File: src/rtl/sha1_byte_stream_hasher_top_macros.svh
// ----------------------------------------------------------------------------
// sha1 byte stream hasher assertion macros
// Concurrent assertion wrappers clocked on clk and disabled while arst_n is low.
// ----------------------------------------------------------------------------
`ifndef SHA1_BYTE_STREAM_HASHER_TOP_MACROS_SVH
`define SHA1_BYTE_STREAM_HASHER_TOP_MACROS_SVH

`ifndef SYNTHESIS

// same-cycle implication
`define SHA1BSH_ASSERT_IMP(label, ante, cons, msg) \
	label: assert property (@(posedge clk) disable iff (!arst_n) (ante) |-> (cons)) \
		else $error(msg);

// next-cycle implication
`define SHA1BSH_ASSERT_NXT(label, ante, cons, msg) \
	label: assert property (@(posedge clk) disable iff (!arst_n) (ante) |=> (cons)) \
		else $error(msg);

`else

`define SHA1BSH_ASSERT_IMP(label, ante, cons, msg)
`define SHA1BSH_ASSERT_NXT(label, ante, cons, msg)

`endif

`endif

File: src/rtl/sha1bsh_pkg.sv
// ----------------------------------------------------------------------------
// sha1bsh_pkg
// Shared types and constants of the SHA-1 byte stream hasher.
// ----------------------------------------------------------------------------
package sha1bsh_pkg;

	// default depth of the front-to-back item queue
	localparam int QUEUE_DEPTH = 4;

	// operation codes
	localparam logic OP_ABSORB = 1'b0;
	localparam logic OP_FINISH = 1'b1;

	// initial chaining values
	localparam logic [31:0] H_INIT [5] = '{
		32'h67452301, 32'hEFCDAB89, 32'h98BADCFE, 32'h10325476, 32'hC3D2E1F0
	};

	// round constants
	localparam logic [31:0] K_0 = 32'h5A827999;
	localparam logic [31:0] K_1 = 32'h6ED9EBA1;
	localparam logic [31:0] K_2 = 32'h8F1BBCDC;
	localparam logic [31:0] K_3 = 32'hCA62C1D6;

	// first padding byte
	localparam logic [7:0] PAD_BYTE = 8'h80;

	// input item
	typedef struct packed {
		logic       operation;
		logic [7:0] data_byte;
	} item_t;

	// result item
	typedef struct packed {
		logic [31:0] digest_word;
		logic [2:0]  word_index;
		logic        last_word;
	} digest_t;

	// head of the item queue as seen by the back end
	typedef struct packed {
		logic  valid;
		item_t item;
	} queue_head_t;

	// working variables of the compression
	typedef struct packed {
		logic [31:0] a;
		logic [31:0] b;
		logic [31:0] c;
		logic [31:0] d;
		logic [31:0] e;
	} work_t;

	// round unit operands
	typedef struct packed {
		work_t       v;
		logic [6:0]  rnd;
		logic [31:0] w0;
		logic [31:0] w2;
		logic [31:0] w8;
		logic [31:0] w13;
	} round_in_t;

	// round unit results
	typedef struct packed {
		work_t       v;
		logic [31:0] w16;
	} round_out_t;

endpackage

File: src/rtl/sha1bsh_stream_if.sv
// ----------------------------------------------------------------------------
// sha1bsh_stream_if
// Valid/ready stream channel carrying one payload per transfer.
// ----------------------------------------------------------------------------
interface sha1bsh_stream_if #(
	parameter type payload_t = logic
);
	logic     valid;
	logic     ready;
	payload_t payload;

	modport source (output valid, output payload, input ready);
	modport sink   (input valid, input payload, output ready);
endinterface

File: src/rtl/sha1_byte_stream_hasher_top.sv
// ----------------------------------------------------------------------------
// sha1_byte_stream_hasher_top
// SHA-1 over a byte stream with a queued front end and a one-round-per-cycle
// compression back end.
// ----------------------------------------------------------------------------
// Items enter a QueueDepth-entry queue at one per cycle while it has room, so
// the input side keeps moving during compressions. The back end takes one
// queued absorb per cycle while idle; every 64th byte starts a compression of
// 80 rounds on the single round unit followed by the chaining add. A finish
// pads one byte a cycle up to the next block end, pausing for any compression
// on the way (9 to 72 bytes, plus a turnaround in ST_PAD_ZERO before the eight
// length bytes), runs one or two compressions and then presents the five
// digest words one per cycle as the sink takes them, the fifth marked
// last_word. The back end takes the next message as soon as the last word
// enters the output register, so that word may still wait there while the
// next message is absorbed.
module sha1_byte_stream_hasher_top #(
	parameter int QueueDepth = sha1bsh_pkg::QUEUE_DEPTH
) (
	input  logic             clk,
	input  logic             arst_n,
	sha1bsh_stream_if.sink   item,
	sha1bsh_stream_if.source digest
);
`include "sha1_byte_stream_hasher_top_macros.svh"

	sha1bsh_pkg::queue_head_t fq;
	logic                     pop;

	// front end: accept and queue items
	sha1bsh_front #(
		.Depth (QueueDepth)
	) u_front (
		.clk    (clk),
		.arst_n (arst_n),
		.item   (item),
		.head   (fq),
		.pop    (pop)
	);

	// back end: padding, compression and digest output
	sha1bsh_back u_back (
		.clk    (clk),
		.arst_n (arst_n),
		.head   (fq),
		.pop    (pop),
		.digest (digest)
	);

	// queue head is valid next cycle after an accepted item
	`SHA1BSH_ASSERT_NXT(a_queue_holds_item, item.valid && item.ready, fq.valid, "queue lost an accepted item")

	// digest words come out in order without gaps
	`SHA1BSH_ASSERT_NXT(a_digest_next_word, digest.valid && digest.ready && !digest.payload.last_word, digest.valid && (digest.payload.word_index == 3'($past(digest.payload.word_index) + 3'd1)), "digest word sequence broken")

	// only the first word of a new digest may follow the last word directly
	`SHA1BSH_ASSERT_NXT(a_digest_ends, digest.valid && digest.ready && digest.payload.last_word, !digest.valid || (digest.payload.word_index == 3'd0), "extra digest word after last")

	// last flag marks exactly the fifth word
	`SHA1BSH_ASSERT_IMP(a_last_flag, digest.valid, digest.payload.last_word == (digest.payload.word_index == 3'd4), "last_word does not match word_index")
endmodule

File: src/rtl/sha1bsh_front.sv
// ----------------------------------------------------------------------------
// sha1bsh_front
// Input acceptor: takes items off the input channel into a short queue.
// ----------------------------------------------------------------------------
module sha1bsh_front #(
	parameter int Depth = sha1bsh_pkg::QUEUE_DEPTH
) (
	input  logic                      clk,
	input  logic                      arst_n,
	sha1bsh_stream_if.sink            item,
	output sha1bsh_pkg::queue_head_t  head,
	input  logic                      pop
);
	localparam int PtrW = (Depth > 1) ? $clog2(Depth) : 1;
	localparam int CntW = $clog2(Depth + 1);

	sha1bsh_pkg::item_t mem_q [Depth];
	logic [PtrW-1:0]    wr_ptr_q;
	logic [PtrW-1:0]    rd_ptr_q;
	logic [CntW-1:0]    count_q;
	logic               full;
	logic               push;
	logic               take;
	sha1bsh_pkg::item_t in_item;

	// classify: clear the data byte of a finish
	always_comb begin
		in_item = item.payload;
		if (item.payload.operation == sha1bsh_pkg::OP_FINISH) begin
			in_item.data_byte = 8'h00;
		end
	end

	assign full       = (count_q == CntW'(Depth));
	assign item.ready = !full;
	assign push       = item.valid && !full;
	assign take       = pop && (count_q != '0);

	assign head.valid = (count_q != '0);
	assign head.item  = mem_q[rd_ptr_q];

	// queue storage
	always_ff @(posedge clk) begin
		if (push) begin
			mem_q[wr_ptr_q] <= in_item;
		end
	end

	// pointers and fill level
	always_ff @(posedge clk or negedge arst_n) begin
		if (!arst_n) begin
			wr_ptr_q <= '0;
			rd_ptr_q <= '0;
			count_q  <= '0;
		end else begin
			if (push) begin
				wr_ptr_q <= (wr_ptr_q == PtrW'(Depth - 1)) ? '0 : wr_ptr_q + 1'b1;
			end
			if (take) begin
				rd_ptr_q <= (rd_ptr_q == PtrW'(Depth - 1)) ? '0 : rd_ptr_q + 1'b1;
			end
			if (push && !take) begin
				count_q <= count_q + 1'b1;
			end else if (take && !push) begin
				count_q <= count_q - 1'b1;
			end
		end
	end
endmodule

File: src/rtl/sha1bsh_round.sv
// ----------------------------------------------------------------------------
// sha1bsh_round
// One SHA-1 round plus the next message schedule word.
// ----------------------------------------------------------------------------
module sha1bsh_round (
	input  sha1bsh_pkg::round_in_t  rin,
	output sha1bsh_pkg::round_out_t rout
);
	logic [31:0] fn;
	logic [31:0] kc;
	logic [31:0] rot_a;
	logic [31:0] sx;

	// round function and constant by round group
	always_comb begin
		if (rin.rnd < 7'd20) begin
			fn = (rin.v.b & rin.v.c) | (~rin.v.b & rin.v.d);
			kc = sha1bsh_pkg::K_0;
		end else if (rin.rnd < 7'd40) begin
			fn = rin.v.b ^ rin.v.c ^ rin.v.d;
			kc = sha1bsh_pkg::K_1;
		end else if (rin.rnd < 7'd60) begin
			fn = (rin.v.b & rin.v.c) | (rin.v.b & rin.v.d) | (rin.v.c & rin.v.d);
			kc = sha1bsh_pkg::K_2;
		end else begin
			fn = rin.v.b ^ rin.v.c ^ rin.v.d;
			kc = sha1bsh_pkg::K_3;
		end
	end

	// variable update
	assign rot_a    = {rin.v.a[26:0], rin.v.a[31:27]};
	assign rout.v.a = rot_a + fn + rin.v.e + kc + rin.w0;
	assign rout.v.b = rin.v.a;
	assign rout.v.c = {rin.v.b[1:0], rin.v.b[31:2]};
	assign rout.v.d = rin.v.c;
	assign rout.v.e = rin.v.d;

	// schedule word sixteen ahead
	assign sx       = rin.w13 ^ rin.w8 ^ rin.w2 ^ rin.w0;
	assign rout.w16 = {sx[30:0], sx[31]};
endmodule

File: src/rtl/sha1bsh_back.sv
// ----------------------------------------------------------------------------
// sha1bsh_back
// Back end: block assembly, padding, compression sequencing, digest output.
// ----------------------------------------------------------------------------
module sha1bsh_back (
	input  logic                      clk,
	input  logic                      arst_n,
	input  sha1bsh_pkg::queue_head_t  head,
	output logic                      pop,
	sha1bsh_stream_if.source          digest
);
	localparam logic [2:0] ST_IDLE     = 3'd0;
	localparam logic [2:0] ST_PAD_ZERO = 3'd1;
	localparam logic [2:0] ST_PAD_LEN  = 3'd2;
	localparam logic [2:0] ST_ROUND    = 3'd3;
	localparam logic [2:0] ST_ADD      = 3'd4;
	localparam logic [2:0] ST_OUT      = 3'd5;

	logic [2:0]   state_q;
	logic [2:0]   ret_q;
	logic [5:0]   fill_q;
	logic [60:0]  len_q;
	logic [6:0]   rnd_q;
	logic [2:0]   idx_q;
	logic [31:0]  h_q [5];
	logic         out_valid_q;
	logic [511:0] blk_q;
	logic [63:0]  bits_q;
	sha1bsh_pkg::work_t   v_q;
	sha1bsh_pkg::digest_t out_q;

	logic       shift_en;
	logic [7:0] shift_byte;
	logic       round_en;
	logic       load_bits;
	logic       load_out;
	logic       is_finish;
	sha1bsh_pkg::round_in_t  rin;
	sha1bsh_pkg::round_out_t rout;

	assign is_finish = (head.item.operation == sha1bsh_pkg::OP_FINISH);
	assign pop       = (state_q == ST_IDLE) && head.valid;
	assign round_en  = (state_q == ST_ROUND);
	assign load_bits = pop && is_finish;
	assign load_out  = (state_q == ST_OUT) && (!out_valid_q || digest.ready);

	// byte into the block buffer
	always_comb begin
		shift_en   = 1'b0;
		shift_byte = 8'h00;
		case (state_q)
			ST_IDLE: begin
				shift_en   = head.valid;
				shift_byte = is_finish ? sha1bsh_pkg::PAD_BYTE : head.item.data_byte;
			end
			ST_PAD_ZERO: begin
				shift_en = (fill_q != 6'd56);
			end
			ST_PAD_LEN: begin
				shift_en   = 1'b1;
				shift_byte = bits_q[63:56];
			end
			default: begin
				shift_en = 1'b0;
			end
		endcase
	end

	// round unit taps into the schedule window
	assign rin.v   = v_q;
	assign rin.rnd = rnd_q;
	assign rin.w0  = blk_q[511:480];
	assign rin.w2  = blk_q[447:416];
	assign rin.w8  = blk_q[255:224];
	assign rin.w13 = blk_q[95:64];

	sha1bsh_round u_round (
		.rin  (rin),
		.rout (rout)
	);

	// block buffer, schedule window, working variables, length and output data
	always_ff @(posedge clk) begin
		if (shift_en) begin
			blk_q <= {blk_q[503:0], shift_byte};
		end else if (round_en) begin
			blk_q <= {blk_q[479:0], rout.w16};
		end
		if (shift_en && fill_q == 6'd63) begin
			v_q <= '{a: h_q[0], b: h_q[1], c: h_q[2], d: h_q[3], e: h_q[4]};
		end else if (round_en) begin
			v_q <= rout.v;
		end
		if (load_bits) begin
			bits_q <= {len_q, 3'b000};
		end else if (state_q == ST_PAD_LEN) begin
			bits_q <= {bits_q[55:0], 8'h00};
		end
		if (load_out) begin
			out_q.digest_word <= h_q[idx_q];
			out_q.word_index  <= idx_q;
			out_q.last_word   <= (idx_q == 3'd4);
		end
	end

	// sequencer
	always_ff @(posedge clk or negedge arst_n) begin
		if (!arst_n) begin
			state_q     <= ST_IDLE;
			ret_q       <= ST_IDLE;
			fill_q      <= '0;
			len_q       <= '0;
			rnd_q       <= '0;
			idx_q       <= '0;
			out_valid_q <= 1'b0;
			for (int i = 0; i < 5; i++) begin
				h_q[i] <= sha1bsh_pkg::H_INIT[i];
			end
		end else begin
			if (digest.ready && !load_out) begin
				out_valid_q <= 1'b0;
			end
			if (shift_en) begin
				fill_q <= fill_q + 1'b1;
			end
			case (state_q)
				ST_IDLE: begin
					if (head.valid) begin
						if (!is_finish) begin
							len_q <= len_q + 1'b1;
						end
						if (fill_q == 6'd63) begin
							state_q <= ST_ROUND;
							rnd_q   <= '0;
							ret_q   <= is_finish ? ST_PAD_ZERO : ST_IDLE;
						end else begin
							state_q <= is_finish ? ST_PAD_ZERO : ST_IDLE;
						end
					end
				end
				ST_PAD_ZERO: begin
					if (fill_q == 6'd56) begin
						state_q <= ST_PAD_LEN;
					end else if (fill_q == 6'd63) begin
						state_q <= ST_ROUND;
						rnd_q   <= '0;
						ret_q   <= ST_PAD_ZERO;
					end
				end
				ST_PAD_LEN: begin
					if (fill_q == 6'd63) begin
						state_q <= ST_ROUND;
						rnd_q   <= '0;
						ret_q   <= ST_OUT;
						idx_q   <= '0;
					end
				end
				ST_ROUND: begin
					rnd_q <= rnd_q + 1'b1;
					if (rnd_q == 7'd79) begin
						state_q <= ST_ADD;
					end
				end
				ST_ADD: begin
					h_q[0]  <= h_q[0] + v_q.a;
					h_q[1]  <= h_q[1] + v_q.b;
					h_q[2]  <= h_q[2] + v_q.c;
					h_q[3]  <= h_q[3] + v_q.d;
					h_q[4]  <= h_q[4] + v_q.e;
					state_q <= ret_q;
				end
				ST_OUT: begin
					if (load_out) begin
						out_valid_q <= 1'b1;
						idx_q       <= idx_q + 1'b1;
						if (idx_q == 3'd4) begin
							state_q <= ST_IDLE;
							fill_q  <= '0;
							len_q   <= '0;
							for (int i = 0; i < 5; i++) begin
								h_q[i] <= sha1bsh_pkg::H_INIT[i];
							end
						end
					end
				end
				default: begin
					state_q <= ST_IDLE;
				end
			endcase
		end
	end

	assign digest.valid   = out_valid_q;
	assign digest.payload = out_q;
endmodule

File: src/flat_wrapper.sv
// flat-port wrapper written by rule: the top's interface ports become plain ports
module sha1_byte_stream_hasher_top_flat 
#(
	parameter int QueueDepth = sha1bsh_pkg::QUEUE_DEPTH
)
  (clk, arst_n, item_valid, item_payload, item_ready, digest_valid, digest_payload, digest_ready);
  sha1bsh_stream_if #(.payload_t(sha1bsh_pkg::item_t)) item_i ();
  sha1bsh_stream_if #(.payload_t(sha1bsh_pkg::digest_t)) digest_i ();
  input  logic clk;
  input  logic arst_n;
  input wire logic [$bits(item_i.valid)-1:0] item_valid;
  input wire logic [$bits(item_i.payload)-1:0] item_payload;
  output wire logic [$bits(item_i.ready)-1:0] item_ready;
  output wire logic [$bits(digest_i.valid)-1:0] digest_valid;
  output wire logic [$bits(digest_i.payload)-1:0] digest_payload;
  input wire logic [$bits(digest_i.ready)-1:0] digest_ready;
  assign item_i.valid = item_valid;
  assign item_i.payload = item_payload;
  assign item_ready = item_i.ready;
  assign digest_valid = digest_i.valid;
  assign digest_payload = digest_i.payload;
  assign digest_i.ready = digest_ready;
  sha1_byte_stream_hasher_top #(.QueueDepth(QueueDepth)) u_core (.clk(clk), .arst_n(arst_n), .item(item_i), .digest(digest_i));
endmodule
File: config.mk
export PLATFORM = sky130hd
export DESIGN_NAME = sha1_byte_stream_hasher_top_flat
export DESIGN_NICKNAME = d
export VERILOG_FILES = /design/src/rtl/sha1bsh_pkg.sv /design/src/rtl/sha1bsh_stream_if.sv /design/src/rtl/sha1_byte_stream_hasher_top.sv /design/src/rtl/sha1bsh_front.sv /design/src/rtl/sha1bsh_round.sv /design/src/rtl/sha1bsh_back.sv /design/src/flat_wrapper.sv
export VERILOG_INCLUDE_DIRS = /design/src /design/src/rtl
export SDC_FILE = /design/constraint.sdc
export NUM_CORES = 2
export LEC_CHECK = 0
export ABC_AREA = 1
export BUFFER_PORTS_ARGS = -buffer_cell sky130_fd_sc_hd__buf_2
export CORE_MARGIN = 2
export CORE_UTILIZATION = 53
export DETAILED_ROUTE_END_ITERATION = 8
export PLACE_DENSITY = 0.7
export SKIP_LAST_GASP = 1
export SYNTH_ARGS = -nofsm -noshare
export SYNTH_HDL_FRONTEND = slang
export SYNTH_SLANG_ARGS = --single-unit
File: constraint.sdc
create_clock -name clk -period 32.8 [get_ports clk]
set_clock_uncertainty 0.2 [all_clocks]
set_input_delay 0 -clock clk [delete_from_list [all_inputs] [get_ports clk]]
set_output_delay 0 -clock clk [all_outputs]
set_load 0.03 [all_outputs]
---- Word level (Yosys, flattened, before mapping) ----
Memories as Yosys holds them, arrays and structs flattened.
Index checks and enable logic that the tools add are counted.
Widths: inputs -> output; s select.
cells by class
  bitwise logic cells ..................... 14
  eq/ne operators ......................... 22
  $mul .................................... 0
  add/subtract/negate cells ............... 17
  multiplexer cells ....................... 62
  shift-type cells ........................ 0
  div/mod/pow operators ................... 0
  reductions and logical operators ........ 32
  $lt $le $gt $ge ......................... 4
operator list
  cell                   number
  $mux 512               2
  $mux 160               4
  $pmux 160 s2           1
  $add 32x32->32         9
  $mux 61                4
  $mux 32                7
  $xor 32x32->32         5
  $and 32x32->32         4
  $mux 64                2
  $pmux 61 s2            1
  $bmux 32 s3            1
  $or 32x32->32          3
  $add 61x1->61 const B  1
  $mux 3                 15
  $not 32->32            1
  $mux 31                1
  $pmux 7 s4             1
  $mux 6                 4
  $mux 7                 3
  $pmux 3 s6             1
  $mux 8                 2
  $pmux 8 s2             1
  $lt 7x6->1 const B     2
  $reduce_bool 2->1      7
  32 further kinds       69
storage, ports and cells
  input bits .............................. 13
  bits in registers ....................... 1020
  output and inout bits ................... 38
  memories ................................ 1
  logic and storage cells ................. 177
  latch bits .............................. 0
  memory bits (read-only) ................. 0
  RAM bits ................................ 36
memory list
  name                  words  width  read ports  clocked after memory_dff  wr ports  RTL line             text
  u_core.u_front.mem_q  4      9      1           0                         1         sha1bsh_front.sv:17  sha1bsh_pkg::item_t mem_q [Depth];

---- Logic depth before layout (Yosys ltp) ----
  depth after elaboration ................. 12
  gate-level depth with buffers ........... 24
  depth with buffers taken out ............ 23

---- Cells and area by module ----
Synthesis repeated with hierarchy kept, for this count alone.
unflattened totals
  cells, all modules ...................... 8358
  area total of the unflattened synthesis .. 66018.3 µm²
modules (own cells, without submodules)
  module         sequential area each (µm²)  instances  cells an instance  area each (µm²)
  sha1bsh_back   29273.1                     1          7075               55919.9
  sha1bsh_round  0.0                         1          1103               8051.5
  sha1bsh_front  1256.2                      1          180                2047.0

---- Least setup slack after synthesis ----
OpenSTA, ideal clock, no wires.
  path kind ............................... reg2reg
  start point ............................. register u_core.u_back.fill_q[0]
  end point ............................... register u_core.u_back.blk_q[0], enable pin
  path buffers ............................ 3
  data required time ...................... 28909 ps
  cell stages (with the launch flop) ...... 11
  setup slack ............................. 19209 ps
  library setup time ...................... 3691 ps
  clock period less this slack ............ 13591 ps
  arrival ................................. 9700 ps
  path through ............................ dfrtp_1 -> inv_1 -> ha_1 -> nand2_1 -> o21ai_1 -> nand3_2 -> buf_6 -> inv_2 -> buf_2 -> buf_2 -> nand2_1
between the ends
  word-level cells in the longest chain between the ends .. 3
ends and longest elaborated chain
  item                         RTL line             text
  start, declared              sha1bsh_back.sv:21   logic [5:0] fill_q;
  start signal, assigned       sha1bsh_back.sv:124  fill_q <= fill_q + 1'b1;
  $ne 6x6->1                   sha1bsh_back.sv:57   shift_en = (fill_q != 6'd56);
  $pmux 1 s3                   sha1bsh_back.sv:51   case (state_q)
  $reduce_bool 2->1 (no line)  --
  end signal, assigned         sha1bsh_back.sv:85   blk_q <= {blk_q[503:0], shift_byte};
  end signal, assigned         sha1bsh_back.sv:87   blk_q <= {blk_q[479:0], rout.w16};
  end, declared                sha1bsh_back.sv:27   logic [511:0] blk_q;
Every way passes these cells.
A chain may end at the register's enable or synchronous reset.

---- Worst setup path after layout ----
  start point ............................. register u_core.u_back.state_q[2]
  end point ............................... register u_core.u_back.blk_q[241], enable pin
between the ends
  word-level cells in the longest chain between the ends .. 3
  elaborated cells between the ends (all ways) .. 6
  classes of those cells .................. 3 x eq/ne; 1 x mux; 2 x reduce/logical
ends and longest elaborated chain
  item                                RTL line             text
  start, declared                     sha1bsh_back.sv:19   logic [2:0] state_q;
  start signal, assigned              sha1bsh_back.sv:137  state_q <= is_finish ? ST_PAD_ZERO : ST_IDLE;
  start signal, assigned              sha1bsh_back.sv:170  state_q <= ret_q;
  $eq 3x2->1 (tied with other cells)  sha1bsh_back.sv:51
  $pmux 1 s3                          sha1bsh_back.sv:51
  $reduce_bool 2->1 (no line) *       --
Every way passes the cells marked *; elsewhere a longest branch is shown, timed or not.

==> results.yml <==
status:
  run_status: "finished, final reports clean"
floorplan:
  fp-row-count: 127
  start_util_pct: 53.3
  die_w_um: 351
  chipHeight_um: 351
  ioPinCount: 51
  die_area_um2: 123000
  core_area_um2: 120000
global_routing:
  antenna_found_initial: 4
  grt_pass1_wl_um: 314000
  grt.overflow.total: 0
  grt_max_degree: 207
  grt_pass1_vias: 50100
  grt.total_usage_pct: 34.2
worst_setup_path:
  worstPathArrival_ns: 6.03
  startpoint_type: "flip-flop"
  critical_path_class: "reg2reg"
  endpoint_kind: "flip-flop"
  reg2reg_slack_ns: 26.94
  required_ns: 32.97
  worst-path-max-fanout: 199
clock_tree:
  clock_sinks: 1055
  cts_made_buffers: 116
  clk_latency_ns: 0.79
  cts_root_buffer: "clkbuf_16"
  cts_resized: 0
  cts_tree: "built"
  cts_buffer_depth: 3
  htreeDepth: 3
  clkTransAtPathRegs_ns: 0.06
placement:
  placed_cell_area_um2: 65400
  port_buffers: 50
  hpwl_um: 160000
  gp_congestion: 1.02
sta:
  max_freq_mhz: 171
  setup_viol: 0
  worstMarginPinSlew_ns: 1.32
  rsz0062_at_grt: "no"
  hold_viol: 0
  layout_min_cycle_time_ns: 5.86
  drv_slew: 0
  relSlewSlack_pct: 11.9
  fin_crit_sh_pct: 17.9
  final.setup.tns_ns: 0
yosys:
  yosys-top-cells-count: "nand2_1, inv_1, edfxtp_1"
  syn_inst: 7901
  synth.top_cell.area_share_pct: 37.8
  netlist_area_um2: 63900
  ys_async_sr_fraction_pct: 23.7
  yosys_warnings: 0
  synth_area_leaders: "edfxtp_1, nand2_1, dfrtp_1"
  synth_edf_count: 805
  ys_ff_latch: 1055
  seq_area_frac_synth_pct: 47.8
  synth_area_per_cell_um2: 8.09
  synthFlopType: "edfxtp_1"
  synth_most_common_cell: "nand2_1"
  synth_cell_types: 54
  yosysTopAreaCell: "edfxtp_1"
  synth_nets: 8245
cells_and_area:
  fin_area_um2: 69500
  area.growth.synth_to_final_pct: 8.66
  drive_gt1_share_pct: 4.99
  fin_nets: 8230
drt:
  vias: 53900
  drt_iter0_markers: 6015
  route.detailed.vias_per_inst: 5.61
  finalWirelength_um: 213000
  route.antenna.remaining_nets: 0
  wl_per_cell_um: 22.1
  drc_errors: 0
  first_pass_iters: 7
job:
  cap_viol_max_count: 0
pwr:
  swShare_pct: 22.4
  clkPwrFrac_pct: 46.7
  power_switching_uw: 623
  seqPwrFrac_pct: 51.9
  pwr-share-comb_pct: 1.4
  internal_power_uw: 2150
  peakVddDrop_mv: 0.0489
  power.density_nw_per_um2: 40.0
  power_leakage_uw: 0.0331
min_path:
  hold_class: "in2reg"
==> cells in the final DEF (no fill, tap or decap), types with 18 or more instances in the layout <==
cell / instances
clkinv_1: 34
inv_1: 1044
o21ai_1: 114
xnor2_1: 116
clkinv_2: 24
a211oi_1: 23
a21oi_1: 304
o22ai_1: 66
edfxtp_1: 805
buf_4: 41
buf_2: 49
fa_1: 118
o21bai_1: 28
a221oi_1: 18
o21ai_0: 493
xor2_1: 57
nor2_1: 451
clkbuf_1: 23
dlygate4sd3_1: 23
nor3_1: 73
nand2_1: 2898
nand3_1: 347
dfstp_2: 80
ha_1: 213
clkbuf_16: 116
nand4_1: 86
dfrtp_1: 169
==> power groups by stage <==
stage	Combinational (uW)	Clock (uW)	Sequential, uW
after global routing	43.2	1360	1440
after detailed placement	34.7	0	1470
after floorplan	19.6	0	1470
after CTS	38.0	1310	1440
after global placement	34.0	0	1470
final	37.7	1300	1440
==> sequential cells by signal, indices dropped and copies added, names as in the netlist, 6 cells and up <==
signal / cells
u_core.u_back.blk_q: 512
u_core.u_back.h_q: 160
u_core.u_back.rin: 160
u_core.u_back.bits_q: 61
u_core.u_back.len_q: 61
u_core.u_back.digest.payload: 36
u_core.u_front.mem_q: 36
u_core.u_back.rnd_q: 7
u_core.u_back.fill_q: 6
==> timing repair <==
| item | 4_1_cts | 5_1_grt |
|---|---|---|
| setup buffers | 0 | 0 |
| hold buffers | 24 | 0 |
| endpoints found under the hold margin | 248 | 0 |
==> cell type report <==
cell class | instances | area [um^2]
Tap cell | 1612 | 2020
Timing Repair Buffer | 117 | 866
Clock buffer | 143 | 3040
Sequential cell | 1055 | 30500
Clock inverter | 78 | 697
Multi-Input combinational cell | 5538 | 28300
Antenna cell | 3 | 7.51
Fill cell | 11000 | 50400
Inverter | 1058 | 3980
==> worst paths after layout <==
| check | start | end | depth (start not counted) |
|---|---|---|---|
| max reg2reg | u_core.u_back.state_q[2] | u_core.u_back.blk_q[241] | 10 |
| max | u_core.u_back.state_q[2] | u_core.u_back.blk_q[241] | 10 |
| min | item_valid | u_core.u_front.wr_ptr_q[0] | 5 |
| min reg2reg | u_core.u_back.len_q[2] | u_core.u_back.len_q[2] | 1 |
| max in group asynchronous | arst_n | u_core.u_back.h_q[129] | 5 |
| min in group asynchronous | arst_n | u_core.u_back.h_q[124] | 4 |
==> per-stage QoR <==
step	worst slack, ns	hold WS [ns]	std cells	power, uW	utilization [%]
after floorplan	19.21	-0.496	7901	1490	-
after global placement	27.07	-0.286	9356	1500	54.6
after detailed placement	26.95	-0.278	9356	1500	54.6
after CTS	26.92	0.0181	9601	2790	58.0
after global routing	26.54	0.0987	9601	2840	58.0
final	26.94	0.0585	9604	2780	58.0
==> logic make-up (layout without fill, tap and decap cells) <==
family	Yosys count	in the layout	share of synthesized area, %
other cells	0	3	0
buf+inv	1308	1396	8.04
simple gates	3934	3934	24.6
fa+ha+maj	331	331	7.87
flops	1055	1055	47.8
mux	9	9	0.159
xor+xnor	173	173	2.37
compound gates	1091	1091	9.16
==> worst max-delay path, stage by stage, from the launching register on <==
cell and delay [ns]:
dfrtp_1 0.45, nor2_2 0.19, nand2_2 0.12, nor2_4 0.20
inv_2 0.08, nand3_4 0.15, inv_8 0.19, nand2_4 0.84
buf_4 0.87, buf_12 0.64, buf_4 0.92
==> metal layers <==
layer  part of all wire, %  vias up  wire (um)  GRT usage (%)
li1                      -    25600          -              -
met1                    43    25700      91200           47.6
met2                    45     2155      95100           53.7
met3                   7.4      429      15800           5.02
met4                   4.9        2      10500           14.2
met5                0.0061        -         13              0
(Power assumes the default switching activity.)
